## src/ocls_pkg.sv

```systemverilog
// Shared types and constants for the ordered character list store.
// No dependencies; imported by the cell and the top level.
package ocls_pkg;

    localparam int DEPTH = 16;
    localparam int PW    = (DEPTH > 1) ? $clog2(DEPTH) : 1;
    localparam int CW    = $clog2(DEPTH + 1);

    typedef enum logic [1:0] {
        CMD_PUSH = 2'd0,
        CMD_FIND = 2'd1,
        CMD_REPL = 2'd2,
        CMD_DEL  = 2'd3
    } t_cmd;

    typedef enum logic [1:0] {
        ST_OK    = 2'd0,
        ST_MISS  = 2'd1,
        ST_EMPTY = 2'd2,
        ST_FULL  = 2'd3
    } t_status;

    typedef struct packed {
        logic [1:0] cmd;
        logic [7:0] key_char;
        logic [7:0] new_char;
    } t_cmd_word;

    typedef struct packed {
        logic [1:0] status;
        logic [3:0] match_pos;
        logic [4:0] entry_total;
    } t_res_word;

    // Broadcast to every cell of the chain.
    typedef struct packed {
        logic       push;
        logic       repl;
        logic       del;
        logic [7:0] key_char;
        logic [7:0] new_char;
    } t_cell_ctl;

endpackage

```

## src/ocls_cell.sv

```systemverilog
// One slot of the character chain: holds a character, compares it with the key
// and shifts towards its neighbours. Depends on ocls_pkg.
module ocls_cell
    import ocls_pkg::*;
(
    input  logic       i_clk,
    input  t_cell_ctl  i_ctl,
    input  logic       i_occupied,
    input  logic       i_prior,
    input  logic [7:0] i_left_char,
    input  logic [7:0] i_right_char,
    output logic       o_prior,
    output logic       o_first,
    output logic [7:0] o_char
);

    logic [7:0] r_char;
    logic [7:0] n_char;
    logic       hit;

    assign hit     = i_occupied && (r_char == i_ctl.key_char);
    assign o_prior = i_prior | hit;
    assign o_first = hit & ~i_prior;
    assign o_char  = r_char;

    always_comb begin
        n_char = r_char;
        if (i_ctl.push) begin
            n_char = i_left_char;
        end else if (i_ctl.repl && o_first) begin
            n_char = i_ctl.new_char;
        end else if (i_ctl.del && o_prior) begin
            // close the gap from the first match onwards
            n_char = i_right_char;
        end
    end

    always_ff @(posedge i_clk) begin
        r_char <= n_char;
    end

endmodule

```

## src/ordered_char_list_store.sv

```systemverilog
// Top level of the ordered character list store: cell chain, count and result word.
// Depends on ocls_pkg and ocls_cell.
//
// One command is taken in every clock cycle (busy stays low) and its result word
// appears on o_res with o_valid in the next cycle; the receiver cannot
// stall it. The cycle is set by the key compare rippling along the chain of
// DEPTH cells to find the first match, followed by the shift into the slots.
// No clearing pass is needed after reset.
module ordered_char_list_store
    import ocls_pkg::*;
(
    input  logic      i_clk,
    input  logic      i_rst_n,
    input  logic      start,
    output logic      busy,
    input  t_cmd_word i_cmd,
    output logic      o_valid,
    output t_res_word o_res
);

    logic [CW-1:0] r_count;
    logic [CW-1:0] n_count;
    logic          r_valid;
    t_res_word     r_res;
    t_res_word     n_res;

    t_cell_ctl     ctl;
    logic          accept;
    logic          full;
    logic          empty;
    logic          found;
    logic [PW-1:0] pos;

    logic [DEPTH:0]   prior;
    logic [DEPTH-1:0] first;
    logic [7:0]       chars [DEPTH];

    assign busy   = 1'b0;
    assign accept = start & ~busy;
    assign full   = (r_count == CW'(DEPTH));
    assign empty  = (r_count == '0);
    assign found  = prior[DEPTH];

    assign ctl.key_char = i_cmd.key_char;
    assign ctl.new_char = i_cmd.new_char;
    assign ctl.push     = accept && (i_cmd.cmd == CMD_PUSH) && !full;
    assign ctl.repl     = accept && (i_cmd.cmd == CMD_REPL) && found;
    assign ctl.del      = accept && (i_cmd.cmd == CMD_DEL) && found;

    assign prior[0] = 1'b0;

    for (genvar g = 0; g < DEPTH; g++) begin : g_cell
        logic [7:0] left_char;
        logic [7:0] right_char;

        assign left_char  = (g == 0) ? i_cmd.key_char : chars[(g == 0) ? 0 : g - 1];
        assign right_char = chars[(g == DEPTH - 1) ? g : g + 1];

        ocls_cell u_cell (
            .i_clk        (i_clk),
            .i_ctl        (ctl),
            .i_occupied   (CW'(g) < r_count),
            .i_prior      (prior[g]),
            .i_left_char  (left_char),
            .i_right_char (right_char),
            .o_prior      (prior[g+1]),
            .o_first      (first[g]),
            .o_char       (chars[g])
        );
    end

    // at most one cell flags the first match
    always_comb begin
        pos = '0;
        for (int i = 0; i < DEPTH; i++) begin
            pos = pos | (first[i] ? PW'(i) : '0);
        end
    end

    always_comb begin
        n_count = r_count;
        if (ctl.push) begin
            n_count = r_count + CW'(1);
        end else if (ctl.del) begin
            n_count = r_count - CW'(1);
        end

        n_res.match_pos   = '0;
        n_res.entry_total = 5'(n_count);
        if (i_cmd.cmd == CMD_PUSH) begin
            n_res.status = full ? ST_FULL : ST_OK;
        end else if (empty) begin
            n_res.status = ST_EMPTY;
        end else if (!found) begin
            n_res.status = ST_MISS;
        end else begin
            n_res.status    = ST_OK;
            n_res.match_pos = 4'(pos);
        end
    end

    always_ff @(posedge i_clk) begin
        if (!i_rst_n) begin
            r_count <= '0;
            r_valid <= 1'b0;
        end else begin
            r_valid <= accept;
            if (accept) begin
                r_count <= n_count;
            end
        end
        if (accept) begin
            r_res <= n_res;
        end
    end

    assign o_valid = r_valid;
    assign o_res   = r_res;

`ifndef ASSERT_OFF
    a_count_bound: assert property (@(posedge i_clk) disable iff (!i_rst_n)
        r_count <= CW'(DEPTH))
        else $error("entry count above depth");

    a_result_follows: assert property (@(posedge i_clk) disable iff (!i_rst_n)
        accept |=> o_valid)
        else $error("command without result word");

    a_total_matches: assert property (@(posedge i_clk) disable iff (!i_rst_n)
        o_valid |-> (o_res.entry_total == 5'(r_count)))
        else $error("result total differs from held count");

    a_full_drop: assert property (@(posedge i_clk) disable iff (!i_rst_n)
        (accept && full && (i_cmd.cmd == CMD_PUSH)) |=>
            (o_res.status == ST_FULL) && (r_count == $past(r_count)))
        else $error("push on full list changed the count");
`endif

endmodule
```

## config.mk

```make
export PLATFORM = sky130hd
export DESIGN_NAME = ordered_char_list_store
export DESIGN_NICKNAME = d
export VERILOG_FILES = /design/src/ocls_pkg.sv /design/src/ocls_cell.sv /design/src/ordered_char_list_store.sv
export SDC_FILE = /design/constraint.sdc
export NUM_CORES = 1
export LEC_CHECK = 0
export ABC_AREA = 1
export BUFFER_PORTS_ARGS = -buffer_cell sky130_fd_sc_hd__buf_2
export CAP_MARGIN = 20
export CORE_MARGIN = 3
export CORE_UTILIZATION = 50
export CTS_BUF_LIST = sky130_fd_sc_hd__clkbuf_8
export CTS_CLUSTER_DIAMETER = 200
export DETAILED_ROUTE_END_ITERATION = 8
export GPL_TIMING_DRIVEN = 0
export PLACE_DENSITY = 0.66
export SYNTH_ARGS = -nofsm -noshare
export SYNTH_HDL_FRONTEND = slang
export SYNTH_SLANG_ARGS = --single-unit
```

## constraint.sdc

```tcl
create_clock -name i_clk -period 3.95 [get_ports i_clk]
set_input_delay 0.5925 -clock i_clk [delete_from_list [all_inputs] [get_ports i_clk]]
set_output_delay 0.5925 -clock i_clk [all_outputs]
set_load 0.03 [all_outputs]
```

==> metrics.txt, run 1 <==
status=completed; Final Cycle Share=0.9322; ys async rst share=0; M1 WL=14810 µm; GPL Wtd Cong=0.9934; routed vias/inst=5.396; Worst Setup Path Type=in -> reg; die area=0.02284 mm²; clock skew=11.52 ps; Slew @ Worst Pin=911.7 ps; clk buf depth=2; max layer used=met4; count leader, synth=nand2_1; clk_lat worst skew=460 ps; Synth top area share=0.3964; max-cap violations=0; Seq/Total Area, Yosys=0.4078; First DRT Iteration DRCs=1022; Hold Crit Endpoint=o_valid; Post-synth EDFFs=139; cell depth of the worst flop-to-flop path=17; first-pass GRT wire length=52180 µm; FF-to-FF End=g_cell[1].u_cell.o_char[6]; Worst R2R Start=r_count[0]; r2r setup slk=370 ps; syn avg cell area=7.149 µm²; final setup violation count=0; largest net degree at the start of global routing=17; average wire per standard cell=19.16 µm; vias in the first global route=8801; Fin. Hold Viols=0; RSZ-0062 raised after global routing=no; area leader, netlist=edfxtp_1; CP max FO=10; CTS Buf Count=17; fin nets=1542; Top FF cell, synth=edfxtp_1; htree depth=4; GRT Overall Usage=0.3082; Final min period=3682 ps; routed wl met3=3253 µm; number of placed instances, taps included=1768; clock-pin slew on the worst setup and hold paths=80 ps; DRT antenna net count=0; Vias=9707; Initial Util=0.5138; Sink Count=145; Remaining Overflow, GRT=0; startpoint types=input port; CTS tree=yes; area delta synth->final=7.367%; Hold Crit Start=i_rst_n; Req. time, crit path=4040 ps; DR pass1 iterations=6; Max Fclk=271.6 MHz; IO Count=34; Cell variety after synth=48; non-filler cells, final=1799; commonest cells in the netlist=nand2_1, inv_1, edfxtp_1, nor2_1; drt drc=0; Synth area leaders=edfxtp_1, nand2_1, inv_1, xor2_1, nand3_4; layout cells sized above 1=0.09882; Synth Instances=1473; Pleak=0.005590 µW; Routed WL=34480 µm; initial antenna violation count=0; Post-CTS Resized=0; hold path cells=3; syn nets=1498; wire length on met2=15230 µm; Critical Path Sink Type=flop; Hold/Removal Path Class=in -> reg; Die Y-Extent=151.1 µm; synthesized flop and latch total=145; detailed placement HPWL=25580 µm; Rows=52; worst rel slew slack=0.3895; Root Buffer=clkbuf_8; multi-input logic area=0.005249 mm²; Mapped Area=0.01053 mm²; Yosys warnings=0; CP arrival=3770 ps; Register Area=0.004294 mm²; post-CTS setup buffer count=0; core area=0.02049 mm²; die extent in x=151.1 µm; post-layout util=0.5516; Slew Limit Fails=0; PwrDens=289.8 mW/mm²; hold_buf cts=0; Peak supply drop=0.1916 mV; I/O Buffers=25; fill cell count=2079
-- final cells by class --
class                      count  share of cell area
tap                          270             0.02988
sequential                   145              0.3798
clock buffer                  17             0.02070
antenna                        1           0.0002213
buffer                        51             0.03121
clock inverter                13            0.006751
timing repair buffer          25             0.01107
inverter                     169             0.05611
multi-input combinational   1108              0.4643
-- logic make-up after synthesis --
group           Yosys count  share of synthesized area
xor+xnor                 55                    0.04575
simple gates           1005                     0.4216
fa+ha+maj                 4                   0.004753
compound gates           43                    0.02602
flops                   145                     0.4078
other cells               1                  0.0003561
buf+inv                 220                    0.09375
-- state kept, by name (all words and copies together), names as in the netlist --
signal                count
o_res                    11
r_count                   5
o_valid                   1
g_cell.u_cell.o_char    128
-- how the worst max path moves through the flow --
stage	from	endpoint	slack [ps]	depth (start not counted)
floorplan	i_cmd[8]	g_cell[0].u_cell.o_char[0]	790	14
global placement	i_cmd[9]	g_cell[0].u_cell.o_char[1]	-140	14
detailed placement	i_cmd[9]	g_cell[0].u_cell.o_char[1]	-210	14
CTS	i_cmd[9]	g_cell[0].u_cell.o_char[7]	260	14
global route	r_count[0]	g_cell[11].u_cell.o_char[6]	80	17
finish	i_cmd[9]	g_cell[0].u_cell.o_char[6]	270	14
-- cell usage in the layout, fill, tap and decap left out, drive strengths merged, types with 8 or more instances in the layout --
cell type and n:
a21oi 9, buf 60, clkbuf 29, clkinv 8, edfxtp 139, inv 170, nand2 811, nand3 56
nand4 28, nor2 70, nor3 18, nor4 15, o21ai 13, xnor2 17, xor2 38
-- routing by layer --
layer	up-vias	GRT usage
li1	4711	-
met1	4428	0.4375
met2	491	0.4760
met3	77	0.04967
met4	0	0.1147
met5	-	0
-- power breakdown --
part	switching [µW]	internal [µW]	leakage, µW
registers	35.9	1740	0.00134
clock network	612	414	0.000157
logic	346	132	0.00410
-- through the flow --
stage / power, µW / TNS [ps] / cell area (µm²) / hold slack, ps / setup slack [ps]
floorplan: 2106 / 0 / 10530 / 519.7 / 790.1
global placement: 2264 / -3600 / 10990 / 534.9 / -142.3
detailed placement: 2271 / -5091 / 10990 / 549.4 / -211.5
CTS: 3264 / 0 / 11300 / 327.0 / 264.3
global route: 3381 / 0 / 11300 / 364.7 / 77.30
finish: 3276 / 0 / 11310 / 333.0 / 267.7
-- worst max-delay path, stage by stage --
cell and delay, ps:
buf_2 90, buf_4 210, buf_2 380, nor2_1 90, nor4_1 250, inv_1 100
nor3_1 460, nor2_4 110, nand4_4 130, nor2_4 70, nand4_4 160, buf_6 210
nand2_8 110, o211ai_1 770
(Power assumes the default switching activity.)
==> run 2: changes to the inputs <==
ABC_AREA = default   (was 1)
PLACE_DENSITY = 0.67   (was 0.66)
==> run 2 against run 1 <==
  * Non-clock buffer count up 27
  * Cell count shrank 30%
  * Via count shrank 20%
  * Area after synthesis is 8.9% lower
  * Worst hold slack better by 96 ps
  * Setup slack worse by 40 ps
  * Combinational power down 14%
  * Flip-flop and latch count unchanged
  * Cell area down 8.1%
  * Global-route usage fell by 1.1 points
  * Critical path type is now reg -> reg
==> metrics.txt, run 2 <==
CTS Buf Count=17 (unchanged); ys async rst share=0 (unchanged); PwrDens=315.8 mW/mm² (+9.0%); DR pass1 iterations=6 (unchanged); Root Buffer=clkbuf_8; first-pass GRT wire length=45220 µm (-13%); number of flip-flops under the largest register name=128 (unchanged); routed vias/inst=6.180 (+15%); most frequent cells in the layout=edfxtp_1, nand2_1, mux2i_1; Post-synth EDFFs=139 (unchanged); clock skew=14.24 ps (+2.719 ps); largest net degree at the start of global routing=18 (+1); max-cap violations=0 (unchanged); area delta synth->final=8.281%; Slew Limit Fails=0 (unchanged); Sink Count=145 (unchanged); Max Fclk=268.7 MHz (-1.1%); post-layout util=0.5535 (+0.001885); die area=0.02089 mm² (-8.5%); DRT antenna net count=0 (unchanged); synthesized flop and latch total=145 (unchanged); Critical Path Sink Type=flop; fin nets=1031 (-33%); Rows=50 (-3.8%); GPL Wtd Cong=0.9898 (-0.36%); Seq/Total Area, Yosys=0.4476 (+0.03978); GRT Overall Usage=0.2974 (-0.01083); Peak supply drop=0.2144 mV (+12%); worst rel slew slack=0.3080 (-0.08146); Req. time, crit path=4090 ps (+50 ps); Final Total Pwr=3281 µW (+0.14%); Mapped Area=0.009594 mm² (-8.9%); Fin. Hold Viols=0 (unchanged); Register Area=0.004294 mm² (unchanged); Worst Setup Path Type=reg -> reg; layout cells sized above 1=0.1030 (+0.004220); detailed placement HPWL=22350 µm (-13%); CTS tree=yes; post-CTS setup buffer count=0 (unchanged); syn avg cell area=10.05 µm² (+41%); die extent in x=144.5 µm (-4.4%); Routed WL=30300 µm (-12%); I/O Buffers=24 (-4.0%); count leader, synth=edfxtp_1; Hold/Removal Path Class=in -> reg; dpl cell area=0.01003 mm² (-8.8%); hold_buf cts=0 (unchanged); Synth area leaders=edfxtp_1, mux2i_1, xnor2_1, nand2_1, xor2_1; design area=0.01039 mm² (-8.1%); Synth top area share=0.4351 (+0.03867); status=completed; Final min period=3722 ps (+39.51 ps); average wire per standard cell=24.19 µm (+26%); Post-CTS Resized=0 (unchanged); vias in the first global route=7483 (-15%); IO Count=34 (unchanged); startpoint types=flop; worst hold slack=429.5 ps (+96.43 ps); Vias=7744 (-20%); Top FF cell, synth=edfxtp_1; initial antenna violation count=0 (unchanged); final setup violation count=0 (unchanged); Pleak=0.003627 µW (-35%); Yosys warnings=0 (unchanged); CP max FO=10 (unchanged); clock-pin slew on the worst setup and hold paths=90 ps (about the same); commonest cells in the netlist=edfxtp_1, nand2_1, mux2i_1, o21ai_0, xnor2_1; htree depth=4 (unchanged); area leader, netlist=edfxtp_1; syn nets=980 (-35%); core area=0.01877 mm² (-8.4%); clk_lat worst skew=480 ps (+20 ps); CP arrival=3860 ps (+90 ps); most common cell after layout, fill and taps aside=edfxtp_1; antenna diode count=0 (-1); Setup TNS=0 ps (unchanged); clk buf depth=2 (unchanged); drt drc=0 (unchanged); Synth Instances=955 (-35%); Remaining Overflow, GRT=0 (unchanged); First DRT Iteration DRCs=927 (-9.3%); RSZ-0062 raised after global routing=no; Initial Util=0.5112 (-0.002597); fill cell count=1676 (-19%); Slew @ Worst Pin=1027 ps (+115.3 ps); Final Cycle Share=0.9422 (+0.01000); multi-input logic area=0.004887 mm² (-6.9%); Die Y-Extent=144.5 µm (-4.4%); Cell variety after synth=60 (+25%)
==> run 2: cell count changes in the layout (fill, tap and decap cells not counted), moves of 30 or more <==
cell / previous run / this run
a21oi_1: 9 / 45
clkbuf_1: 11 / 41
inv_1: 159 / 7
mux2i_1: 0 / 124
nand2_1: 792 / 136
o21ai_0: 11 / 85
xnor2_1: 17 / 75
==> run 2: logic make-up after synthesis <==
group                      after synthesis  share of synthesized area
and+or+nand+nor                        297                     0.1538
adders and majority gates                4                   0.005217
xor gates and xnor gates               132                     0.1205
AOI/OAI and AO/OA                      177                     0.1002
DFF                                    145                     0.4476
buffers and inverters                   75                    0.04304
other                                    1                  0.0003909
muxes                                  124                     0.1294
==> run 2: metrics by stage <==
| step | setup WS [ps] | cells |
|---|---|---|
| after global routing | 3.494 | 1253 |
| final | 228.2 | 1253 |
| after CTS | 293.9 | 1249 |
| after detailed placement | -120.5 | 1217 |
| after floorplan | 711.5 | 955 |
| after global placement | -277.1 | 1213 |
==> run 2: final timing paths <==
check | startpoint | to | slack, ps | cells after the start
setup / recovery | r_count[0] | g_cell[14].u_cell.o_char[7] | 230 | 10
hold / removal | i_rst_n | r_count[1] | 430 | 2
setup reg to reg | r_count[0] | g_cell[14].u_cell.o_char[7] | 230 | 10
hold reg to reg | r_count[3] | r_count[3] | 630 | 3
==> run 2: worst max-delay path, cell delays in order, from the launching register on <==
cell and delay (ps):
dfxtp_1 360, clkbuf_1 350, inv_1 160, ha_1 250, nand3_1 100, and3_1 170, clkbuf_1 610, clkbuf_1 550
buf_1 450, nor2_1 100, nand2_1 290
==> run 2: power breakdown <==
group	switching (µW)	internal [µW]
clock	613	479
sequential	40.2	1740
combinational	275	136
==> run 2: metal layers <==
metal	global-route usage	wire length [µm]	part of all wire	up-vias
li1	-	-	-	3523
met3	0.05721	2890	0.095	60
met5	0	0	0	-
met4	0.1065	1031	0.034	0
met2	0.4470	13240	0.44	446
met1	0.4297	13140	0.43	3715
==> run 2: final cells by class <==
class,count,share of cell area
Tap cell,234,0.02818
Multi-Input combinational cell,735,0.4704
Clock buffer,17,0.02252
Buffer,71,0.03830
Sequential cell,145,0.4133
Timing Repair Buffer,32,0.01566
Clock inverter,15,0.01012
Inverter,4,0.001445
